===== config.mk =====
export PLATFORM = sky130hd
export DESIGN_NAME = aabb_collision_resolver_unit
export DESIGN_NICKNAME = d
export VERILOG_FILES = /design/src/hdl/aabb_pkg.sv /design/src/hdl/aabb_cfg.sv /design/src/hdl/aabb_prep.sv /design/src/hdl/aabb_resolve.sv /design/src/hdl/aabb_collision_resolver_unit.sv
export SDC_FILE = /design/constraint.sdc
export NUM_CORES = 2
export LEC_CHECK = 0
export BUFFER_PORTS_ARGS = -buffer_cell sky130_fd_sc_hd__buf_2
export CORE_ASPECT_RATIO = 0.8
export CORE_MARGIN = 2
export CORE_UTILIZATION = 35
export DETAILED_ROUTE_END_ITERATION = 10
export PLACE_DENSITY = 0.56
export SLEW_MARGIN = 20
export SYNTH_ARGS = -nofsm -noshare
export SYNTH_HDL_FRONTEND = slang
export SYNTH_SLANG_ARGS = --single-unit

===== constraint.sdc =====
create_clock -name clk_i -period 19.59 [get_ports clk_i]
set_input_delay 0.9795 -clock clk_i [delete_from_list [all_inputs] [get_ports clk_i]]
set_output_delay 0.9795 -clock clk_i [all_outputs]
set_load 0.1 [all_outputs]

===== src/hdl/aabb_pkg.sv =====
package aabb_pkg;

  localparam int POS_W       = 32;
  localparam int CFG_W       = 24;
  localparam int WIDE_W      = 36;
  localparam int CFG_IDX_W   = 3;
  localparam int IN_TDATA_W  = 184;
  localparam int OUT_TDATA_W = 136;

  typedef logic signed [WIDE_W-1:0] wide_t;
  typedef logic signed [POS_W-1:0]  pos_t;

  localparam wide_t POS_MAX  = 36'sh07FFFFFFF;
  localparam wide_t POS_MIN  = 36'shF80000000;
  localparam pos_t  SAT_HIGH = 32'sh7FFFFFFF;
  localparam pos_t  SAT_LOW  = 32'sh80000000;

  typedef enum logic [2:0] {
    SIDE_NONE   = 3'd0,
    SIDE_LEFT   = 3'd1,
    SIDE_RIGHT  = 3'd2,
    SIDE_TOP    = 3'd3,
    SIDE_BOTTOM = 3'd4
  } side_e;

  typedef enum logic [CFG_IDX_W-1:0] {
    REG_OFFSET_X = 3'd0,
    REG_OFFSET_Y = 3'd1,
    REG_WIDTH    = 3'd2,
    REG_HEIGHT   = 3'd3
  } cfg_reg_e;

  typedef enum logic {
    REQ_BEGIN   = 1'b0,
    REQ_CONTACT = 1'b1
  } req_e;

  typedef struct packed {
    logic signed [CFG_W-1:0] off_x;
    logic signed [CFG_W-1:0] off_y;
    logic [CFG_W-1:0]        width;
    logic [CFG_W-1:0]        height;
  } box_cfg_t;

  typedef struct packed {
    req_e  req;
    pos_t  x;
    pos_t  y;
    pos_t  vx;
    pos_t  vy;
    logic  has_vel;
    wide_t edge_l;
    wide_t edge_r;
    wide_t edge_t;
    wide_t edge_b;
    pos_t  snap_l;
    pos_t  snap_r;
    pos_t  snap_t;
    pos_t  snap_b;
  } item_t;

  typedef struct packed {
    pos_t  pos_x;
    pos_t  pos_y;
    pos_t  vel_x;
    pos_t  vel_y;
    logic  grounded;
    side_e side;
  } result_t;

  function automatic pos_t sat32(wide_t v);
    pos_t r;
    if (v > POS_MAX) begin
      r = SAT_HIGH;
    end else if (v < POS_MIN) begin
      r = SAT_LOW;
    end else begin
      r = v[POS_W-1:0];
    end
    return r;
  endfunction

endpackage


===== src/hdl/aabb_cfg.sv =====
module aabb_cfg (
  input  logic                            clk_i,
  input  logic                            rst_ni,
  input  logic                            cfg_valid_i,
  output logic                            cfg_ready_o,
  input  logic [aabb_pkg::CFG_IDX_W-1:0]  cfg_index_i,
  input  logic [aabb_pkg::CFG_W-1:0]      cfg_data_i,
  output aabb_pkg::box_cfg_t              box_cfg_o
);

  aabb_pkg::box_cfg_t box_q, box_d;

  assign cfg_ready_o = 1'b1;

  always_comb begin
    box_d = box_q;
    if (cfg_valid_i) begin
      case (aabb_pkg::cfg_reg_e'(cfg_index_i))
        aabb_pkg::REG_OFFSET_X: box_d.off_x  = cfg_data_i;
        aabb_pkg::REG_OFFSET_Y: box_d.off_y  = cfg_data_i;
        aabb_pkg::REG_WIDTH:    box_d.width  = cfg_data_i;
        aabb_pkg::REG_HEIGHT:   box_d.height = cfg_data_i;
        default:                box_d        = box_q;
      endcase
    end
  end

  always_ff @(posedge clk_i or negedge rst_ni) begin
    if (!rst_ni) begin
      box_q <= '0;
    end else begin
      box_q <= box_d;
    end
  end

  assign box_cfg_o = box_q;

endmodule


===== src/hdl/aabb_prep.sv =====
module aabb_prep (
  input  logic                             clk_i,
  input  logic                             rst_ni,
  input  logic                             load_i,
  input  logic                             advance_i,
  input  logic [aabb_pkg::IN_TDATA_W-1:0]  tdata_i,
  input  logic                             tuser_i,
  input  aabb_pkg::box_cfg_t               box_cfg_i,
  output logic                             valid_o,
  output aabb_pkg::item_t                  item_o
);

  logic            valid_q, valid_d;
  aabb_pkg::item_t item_q, item_d;
  aabb_pkg::wide_t tx, ty, tw, th, bw, bh, ox, oy;

  always_comb begin
    tx = aabb_pkg::wide_t'($signed(tdata_i[31:0]));
    ty = aabb_pkg::wide_t'($signed(tdata_i[63:32]));
    tw = aabb_pkg::wide_t'({12'd0, tdata_i[87:64]});
    th = aabb_pkg::wide_t'({12'd0, tdata_i[111:88]});
    bw = aabb_pkg::wide_t'({12'd0, box_cfg_i.width});
    bh = aabb_pkg::wide_t'({12'd0, box_cfg_i.height});
    ox = aabb_pkg::wide_t'(box_cfg_i.off_x);
    oy = aabb_pkg::wide_t'(box_cfg_i.off_y);

    item_d         = item_q;
    item_d.req     = aabb_pkg::req_e'(tuser_i);
    item_d.x       = tdata_i[31:0];
    item_d.y       = tdata_i[63:32];
    item_d.vx      = tdata_i[143:112];
    item_d.vy      = tdata_i[175:144];
    item_d.has_vel = tdata_i[176];
    item_d.edge_l  = tx - bw - ox;
    item_d.edge_r  = tx + tw - ox;
    item_d.edge_t  = ty - bh - oy;
    item_d.edge_b  = ty + th - oy;
    item_d.snap_l  = aabb_pkg::sat32(item_d.edge_l);
    item_d.snap_r  = aabb_pkg::sat32(item_d.edge_r);
    item_d.snap_t  = aabb_pkg::sat32(item_d.edge_t);
    item_d.snap_b  = aabb_pkg::sat32(item_d.edge_b);
  end

  always_comb begin
    valid_d = valid_q;
    if (load_i) begin
      valid_d = 1'b1;
    end else if (advance_i) begin
      valid_d = 1'b0;
    end
  end

  always_ff @(posedge clk_i or negedge rst_ni) begin
    if (!rst_ni) begin
      valid_q <= 1'b0;
    end else begin
      valid_q <= valid_d;
    end
  end

  always_ff @(posedge clk_i) begin
    if (load_i) begin
      item_q <= item_d;
    end
  end

  assign valid_o = valid_q;
  assign item_o  = item_q;

endmodule


===== src/hdl/aabb_resolve.sv =====
module aabb_resolve (
  input  logic               clk_i,
  input  logic               rst_ni,
  input  logic               fire_i,
  input  logic               taken_i,
  input  aabb_pkg::item_t    item_i,
  output logic               valid_o,
  output aabb_pkg::result_t  result_o
);

  aabb_pkg::pos_t    mx_q, mx_d, my_q, my_d, vx_q, vx_d, vy_q, vy_d;
  logic              ground_q, ground_d, vel_q, vel_d;
  logic              valid_q, valid_d;
  aabb_pkg::result_t res_q, res_d;
  aabb_pkg::side_e   side;
  aabb_pkg::wide_t   ol, orr, ot, ob, hx, hy, mxw, myw;
  logic              go_left, go_top, horiz;

  always_comb begin
    mxw     = aabb_pkg::wide_t'(mx_q);
    myw     = aabb_pkg::wide_t'(my_q);
    ol      = mxw - item_i.edge_l;
    orr     = item_i.edge_r - mxw;
    ot      = myw - item_i.edge_t;
    ob      = item_i.edge_b - myw;
    go_left = ol < orr;
    go_top  = ot < ob;
    hx      = go_left ? ol : orr;
    hy      = go_top ? ot : ob;
    horiz   = hx < hy;

    mx_d     = mx_q;
    my_d     = my_q;
    vx_d     = vx_q;
    vy_d     = vy_q;
    ground_d = ground_q;
    vel_d    = vel_q;
    side     = aabb_pkg::SIDE_NONE;

    if (item_i.req == aabb_pkg::REQ_BEGIN) begin
      mx_d     = item_i.x;
      my_d     = item_i.y;
      vx_d     = item_i.vx;
      vy_d     = item_i.vy;
      vel_d    = item_i.has_vel;
      ground_d = 1'b0;
    end else if (horiz) begin
      mx_d = go_left ? item_i.snap_l : item_i.snap_r;
      side = go_left ? aabb_pkg::SIDE_LEFT : aabb_pkg::SIDE_RIGHT;
      if (vel_q) begin
        vx_d = '0;
      end
    end else if (go_top) begin
      my_d     = item_i.snap_t;
      ground_d = 1'b1;
      side     = aabb_pkg::SIDE_TOP;
      if (vel_q && (vy_q > 0)) begin
        vy_d = '0;
      end
    end else begin
      my_d = item_i.snap_b;
      side = aabb_pkg::SIDE_BOTTOM;
      if (vel_q && (vy_q < 0)) begin
        vy_d = '0;
      end
    end

    res_d.pos_x    = mx_d;
    res_d.pos_y    = my_d;
    res_d.vel_x    = vx_d;
    res_d.vel_y    = vy_d;
    res_d.grounded = ground_d;
    res_d.side     = side;
  end

  always_comb begin
    valid_d = valid_q;
    if (fire_i) begin
      valid_d = 1'b1;
    end else if (taken_i) begin
      valid_d = 1'b0;
    end
  end

  always_ff @(posedge clk_i or negedge rst_ni) begin
    if (!rst_ni) begin
      mx_q     <= '0;
      my_q     <= '0;
      vx_q     <= '0;
      vy_q     <= '0;
      ground_q <= 1'b0;
      vel_q    <= 1'b0;
      valid_q  <= 1'b0;
    end else begin
      valid_q <= valid_d;
      if (fire_i) begin
        mx_q     <= mx_d;
        my_q     <= my_d;
        vx_q     <= vx_d;
        vy_q     <= vy_d;
        ground_q <= ground_d;
        vel_q    <= vel_d;
      end
    end
  end

  always_ff @(posedge clk_i) begin
    if (fire_i) begin
      res_q <= res_d;
    end
  end

  assign valid_o  = valid_q;
  assign result_o = res_q;

endmodule


===== src/hdl/aabb_collision_resolver_unit.sv =====
// Each item passes the prep and resolve registers. Throughput: 1 item per
// cycle unless stalled; the mover state loops through one register stage,
// so each contact sees the state left by the item just before it.
// Reset (rst_ni low, asynchronous): mover state, grounded, velocity flag
// and box registers clear to zero; both pipeline stages empty.
module aabb_collision_resolver_unit (
  input  logic                              clk_i,
  input  logic                              rst_ni,
  input  logic                              cfg_valid_i,
  output logic                              cfg_ready_o,
  input  logic [aabb_pkg::CFG_IDX_W-1:0]    cfg_index_i,
  input  logic [aabb_pkg::CFG_W-1:0]        cfg_data_i,
  input  logic                              s_axis_tvalid,
  output logic                              s_axis_tready,
  // item_x[31:0], item_y[63:32], tile_width[87:64], tile_height[111:88],
  // start_vel_x[143:112], start_vel_y[175:144], has_velocity[176], zero pad
  input  logic [aabb_pkg::IN_TDATA_W-1:0]   s_axis_tdata,
  // req_type[0]
  input  logic                              s_axis_tuser,
  output logic                              m_axis_tvalid,
  input  logic                              m_axis_tready,
  // pos_x[31:0], pos_y[63:32], vel_x[95:64], vel_y[127:96], grounded[128],
  // side_hit[131:129], zero pad
  output logic [aabb_pkg::OUT_TDATA_W-1:0]  m_axis_tdata
);

  aabb_pkg::box_cfg_t box_cfg;
  aabb_pkg::item_t    item;
  aabb_pkg::result_t  result;
  logic               s1_valid, out_valid, out_ready, load, advance;

  assign out_ready     = !out_valid || m_axis_tready;
  assign s_axis_tready = !s1_valid || out_ready;
  assign load          = s_axis_tvalid && s_axis_tready;
  assign advance       = s1_valid && out_ready;

  aabb_cfg u_cfg (
    .clk_i       (clk_i),
    .rst_ni      (rst_ni),
    .cfg_valid_i (cfg_valid_i),
    .cfg_ready_o (cfg_ready_o),
    .cfg_index_i (cfg_index_i),
    .cfg_data_i  (cfg_data_i),
    .box_cfg_o   (box_cfg)
  );

  aabb_prep u_prep (
    .clk_i     (clk_i),
    .rst_ni    (rst_ni),
    .load_i    (load),
    .advance_i (advance),
    .tdata_i   (s_axis_tdata),
    .tuser_i   (s_axis_tuser),
    .box_cfg_i (box_cfg),
    .valid_o   (s1_valid),
    .item_o    (item)
  );

  aabb_resolve u_resolve (
    .clk_i    (clk_i),
    .rst_ni   (rst_ni),
    .fire_i   (advance),
    .taken_i  (m_axis_tready),
    .item_i   (item),
    .valid_o  (out_valid),
    .result_o (result)
  );

  assign m_axis_tvalid = out_valid;
  assign m_axis_tdata  = {4'd0, result.side, result.grounded, result.vel_y,
                          result.vel_x, result.pos_y, result.pos_x};

endmodule


; Yosys cells after proc, flatten, opt, wreduce, memory -nomap -nowiden
; Index checks and enable logic that the tools add are counted.
[op_classes]
eq_ne = 3
muxes = 30
order_cmp = 13
n_reduce_logical = 16
add_sub_neg = 12
n_bitwise = 1
[op_table]
columns = op, n
row1 = 32-bit 2-to-1 mux, 18
row2 = 36-bit by 32-bit greater-than comparator with 1-bit output (second input constant), 4
row3 = 36-bit by 32-bit less-than comparator with 1-bit output (second input constant), 4
row4 = 33-bit by 24-bit subtractor with 34-bit output, 4
row5 = 36-bit less-than comparator, 3
row6 = 36-bit 2-to-1 mux, 2
row7 = 32-bit by 36-bit subtractor with 36-bit output, 2
row8 = 36-bit by 32-bit subtractor with 36-bit output, 2
row9 = 32-bit by 25-bit adder with 33-bit output, 2
row10 = 32-bit by 25-bit subtractor with 33-bit output, 2
row11 = 32-bit by 1-bit greater-than comparator with 1-bit output (second input constant), 1
row12 = 32-bit by 1-bit less-than comparator with 1-bit output (second input constant), 1
row13 = 2-bit AND reduction, 5
row14 = 1-bit 2-to-1 mux, 7
row15 = 3-bit by 2-bit equality test with 1-bit output (second input constant), 2
row16 = 3-bit 2-to-1 mux, 2
row17 = 1-bit logical AND, 4
row18 = 2-bit nonzero test, 2
row19 = 3-bit by 1-bit equality test with 1-bit output (second input constant), 1
row20 = 3-bit logical NOT, 1
row21 = 1-bit logical NOT, 2
row22 = 1-bit logical OR, 2
row23 = 2-bit 2-to-1 mux, 1
row24 = 1-bit inverter, 1
[word_totals]
inputBits = 217
out_inout_bits = 139
wordCells = 107
ff_bits = 762

; Logic depth before layout (Yosys ltp)
[logic_depth]
depth_word = 6
ltp_mapped = 47
mapped_depth_nobuf = 39

; By module
; From an unflattened synthesis, not the netlist that was laid out.
[unflattened]
hier_cells = 5049
hier_area_um2 = 51535.7
[by_module_without_submodules]
columns = mod, seq_area_each_um2, area_each_um2, n_inst, cells_each
row1 = aabb_prep, 11856.4, 24333.3, 1, 2196
row2 = aabb_resolve, 7241.9, 23472.5, 1, 2636
row3 = aabb_cfg, 2402.3, 3658.5, 1, 208
row4 = aabb_collision_resolver_unit, 0.0, 71.3, 1, 9

; Least setup slack after synthesis
; No wires, ideal clock.
[synth_timing]
kind = in2reg
startpoint = input m_axis_tready
endpoint = register u_prep.item_q, in the netlist u_prep.item_o[0], enable pin
required_ps = 18786
setup_ps = 804
path_buffers = 0
setup_slack_ps = 8045
t_arrival_ps = 10740
stages = 2
path_cell_list = nand3b_1 and2_1
[synth_via]
elab_chain_cells = 3
[synth_rtl]
columns = element, line
row1 = start: declaration, aabb_collision_resolver_unit.sv:21  ; input logic m_axis_tready,
row2 = 1-bit logical OR, aabb_collision_resolver_unit.sv:32  ; assign out_ready = !out_valid || m_axis_tready;
row3 = 1-bit logical OR, aabb_collision_resolver_unit.sv:33  ; assign s_axis_tready = !s1_valid || out_ready;
row4 = 1-bit logical AND, aabb_collision_resolver_unit.sv:34  ; assign load = s_axis_tvalid && s_axis_tready;
row5 = via load, aabb_collision_resolver_unit.sv:30  ; logic s1_valid, out_valid, out_ready, load, advance;
row6 = end signal: assignment, aabb_prep.sv:63  ; item_q <= item_d;
row7 = end: declaration, aabb_prep.sv:14  ; aabb_pkg::item_t item_q, item_d;
; The timed path passes the listed nets, and every way through them passes these cells.
; A chain may end at the register's enable or synchronous reset.

; Final worst setup path
[layout_timing]
startpoint = register u_resolve.mx_q[0]
endpoint = register u_resolve.my_q[14]
[layout_via]
elab_chain_cells = 6
word_cells_on_any_way = 7
cone_classes = add/sub: 2 / order compare: 2 / mux: 3
[layout_rtl]
columns = element, line
row1 = start: declaration, aabb_resolve.sv:11  ; aabb_pkg::pos_t mx_q, mx_d, my_q, my_d, vx_q, vx_d, vy_q, vy_d;
row2 = start signal: assignment, aabb_resolve.sv:97  ; mx_q <= mx_d;
row3 = 32-bit by 36-bit subtractor with 36-bit output or 36-bit by 32-bit subtractor with 36-bit output (tied branches), "aabb_resolve.sv:22, aabb_resolve.sv:23"
row4 = 36-bit less-than comparator, aabb_resolve.sv:26  ; go_left = ol < orr;
row5 = 36-bit 2-to-1 mux *, aabb_resolve.sv:28  ; hx = go_left ? ol : orr;
row6 = 36-bit less-than comparator *, aabb_resolve.sv:30  ; horiz = hx < hy;
row7 = 32-bit 2-to-1 mux *, aabb_resolve.sv:47  ; end else if (horiz) begin
row8 = 32-bit 2-to-1 mux *, aabb_resolve.sv:40  ; if (item_i.req == aabb_pkg::REQ_BEGIN) begin
row9 = end signal: assignment, aabb_resolve.sv:98  ; my_q <= my_d;
row10 = end: declaration, aabb_resolve.sv:11
; Every way passes the cells marked *; elsewhere a longest branch is shown, timed or not.

==> out/qor.txt <==
Post-synth top area share: 0.322
Largest cells by area after synthesis: edfxtp_1 (32%), dfrtp_1 (12%), ha_1 (10%)
Arrival time worst endpoint: 12810 ps
Slew Limit Fails: 0
Final hold vios: 0
Die W: 422 um
Worst setup path start: u_resolve.mx_q[0]
Initial Utilization: 0.353
F_max: 0.0816 GHz
Post-synthesis sequential area ratio: 0.439
Reg2Reg Setup Slack: 7330 ps
First-pass GRT wire length: 221000 um
Post-synth EDFFs: 526
TritonCTS clock tree: done
Share of synthesized registers carrying an async set or reset: 0.302
Final Non-Filler Cells: 7004
GRT Total Usage: 0.201
Initial antenna violation count: 8
Mapped Cells: 4769
Startpoint Class: register
Main synth FF type: edfxtp_1
Die ar.: 0.143 mm^2
CTS root buf: clkbuf_16
Vias per inst: 5.25
Setup-failing EPs final: 0
Initial DRC Count: 2980
Final wirelength: 147000 um
Largest family of logic cells by synthesized area: compound AO/OA/AOI/OAI gates
CP dominant cell by count: o21ai_0
Simple-gate portion of the synthesized area: 0.0805
Post-Syn Area: 0.0490 mm^2
Synthesized area per cell: 10.3 um^2
Critical path class: register to register
Worst flop-to-flop path endpoint: u_resolve.my_q[14]
Wire per inst: 20.9 um
Fraction of the mapped netlist area in compound gates: 0.188
Crit-path slowest cell: a2111oi_0
Clk buf depth: 3
Largest net degree at the start of global routing: 124
Part of the cycle the worst path needs: 0.626
Worst reg2reg path startpoint: u_resolve.mx_q[0]
Final HPWL DP: 110000 um
I/O pin count: 356
Post-synth cell types: 81
Post-detailed-route count of antenna-violating nets: 0
Synthesis-to-finish area growth: 14.0%
GPL Wtd Cong: 0.873
CP endpoint kind: register
YS warnings: 0
Layout cell share with drive strength beyond 1: 0.134
Worst-path fanout max: 58
Total CTS buffers: 88
Core area: 0.139 mm^2
Setup Total Neg Slack: 0 ps
Post-Place Cells: 6833
Mux contribution to synthesized area: 0.0416
Crit path capture: u_resolve.my_q[14]
XOR/XNOR Fraction of Synth Area: 0.0427
# rows: 122
Unrepaired setup endpoints after global routing: no
H-tree levels: 3
Hold Path Class: input port to async pin
Hold-fix buffers, CTS: 0
Post-CTS Setup Bufs: 0
Outcome: finished clean
Latest clock arrival within the worst-skew pair: 740 ps
Post-placement setup slack: 7380 ps
Min Tclk post-route: 12260 ps
Total gr overflow: 0
Die Ht: 339 um
Clock Skews: 64.9 ps
Slew @ Worst Pin: 1130 ps
Clk pin slew, worst setup/hold paths: 70 ps
CTS resizes: 0
Vias in the first global route: 35.4k
Max incr delay on CP: 810 ps
Max-cap violations: 0
Initial DRT Pass Iterations: 6
Yosys reg bits: 754
Drc violations: 0
IO buf count: 343
Relative slew slack: 0.247
Final #Nets: 5790
Fraction of the mapped netlist area in adder cells: 0.145
Final worst slack: 7330 ps
Cell count of the worst reg-to-reg path: 39
Biggest area consumer among synthesized cells: edfxtp_1
Routed vias: 36.8k
CTS sink count: 754
WP data required: 20140 ps
worst min-delay path by stage:
stage | from | to | slack (ps) | cells past startpoint
2_1_floorplan | u_prep.item_o[272] | u_resolve.vel_q | 430 | 2
3_3_place_gp | u_prep.item_o[272] | u_resolve.vel_q | 450 | 2
3_5_place_dp | u_prep.item_o[272] | u_resolve.vel_q | 460 | 2
4_1_cts | rst_ni | u_resolve.vy_q[16] | 190 | 1
5_1_grt | rst_ni | u_resolve.vy_q[16] | 190 | 1
6_report | rst_ni | u_resolve.vy_q[16] | 190 | 1
synth_stat cells (all sizes together), types with 21 or more instances:
| cell | instances |
|---|---|
| inv | 616 |
| edfxtp | 526 |
| o21ai | 438 |
| ha | 408 |
| a21oi | 391 |
| nand2 | 264 |
| dfrtp | 228 |
| nor2 | 187 |
| xnor2 | 157 |
| a21o | 149 |
| clkbuf | 141 |
| fa | 100 |
| mux2i | 100 |
| mux2 | 92 |
| a31oi | 88 |
| xor2 | 82 |
| a22o | 68 |
| nand3 | 53 |
| and3 | 51 |
| nand2b | 48 |
| nor2b | 48 |
| o21a | 44 |
| buf | 40 |
| nor3 | 38 |
| nand4 | 37 |
| o21bai | 36 |
| a21bo | 32 |
| a32o | 32 |
| o22a | 32 |
| a211oi | 21 |
routing by layer:
| metal | GRT usage | wire, um | up-vias | share of wire |
|---|---|---|---|---|
| met1 | 0.288 | 69500 | 17800 | 0.47 |
| met4 | 0.0801 | 6200 | 6 | 0.042 |
| met5 | 0 | 39 | - | 0.00027 |
| met3 | 0.0412 | 9190 | 209 | 0.063 |
| met2 | 0.295 | 61700 | 1080 | 0.42 |
| li1 | - | - | 17700 | - |
registers in the layout, indices dropped and copies added, names as in the netlist:
register            flops
u_resolve.vx_q         32
u_prep.valid_o          1
u_resolve.mx_q         32
u_resolve.valid_o       1
u_resolve.vel_q         1
u_resolve.vy_q         32
u_resolve.result_o    132
u_prep.item_o         394
u_resolve.ground_q      1
u_cfg.box_cfg_o        96
u_resolve.my_q         32
layout make-up:
class                      count  area (um^2)
antenna                        4         10.0
clock buffer                 111         2360
timing repair buffer         384         2080
multi-input combinational   3221        24500
clock inverter                54          713
tap                         1860         2330
fill                       13600        82700
sequential                   754        21500
inverter                     616         2320
worst max-delay path: cells and delay by family (launching register included):
family                     cells  cell delay [ps]
buffers and inverters          4             2040
AOI/OAI and AO/OA             18             5020
adders and majority gates      4             1030
DFF                            1              440
and+or+nand+nor               13             3450
stage by stage:
| step | util | cell area [um^2] | hold slack, ps |
|---|---|---|---|
| 3_3_place_gp | 0.380 | 52700 | 449 |
| 5_1_grt | 0.403 | 55800 | 191 |
| 6_report | 0.403 | 55900 | 193 |
| 4_1_cts | 0.403 | 55800 | 188 |
| 3_5_place_dp | 0.380 | 52700 | 464 |
| 2_1_floorplan | - | 49000 | 426 |
cell usage in the layout (no fill, tap or decap), drive strengths merged, types with 32 or more instances in the layout:
cell and n:
fa 100, edfxtp 526, nand2b 48, a22o 68
inv 623, nand3 53, o21a 44, a21bo 32
mux2 92, nand4 37, mux2i 100, a31oi 88
nor2b 48, dfrtp 228, nor2 187, xnor2 157
buf 384, ha 408, nor3 38, a21o 149
and3 51, o21bai 36, o21ai 438, a21oi 391
xor2 82, a32o 32, nand2 264, clkbuf 111
o22a 32
logic make-up (layout without fill, tap and decap cells):
logic type | count (synthesis) | after routing
AO/OA/AOI/OAI | 1459 | 1459
AND/OR/NAND/NOR | 818 | 818
buffers and inverters | 797 | 1165
flip-flops | 754 | 754
adder cells (fa/ha/maj) | 508 | 508
XOR/XNOR | 239 | 239
multiplexers | 192 | 192
other | 2 | 9
Power is left out: the tool's default activity adds up to more than one toggle a clock period on the data nets, which glitch-free logic cannot reach.
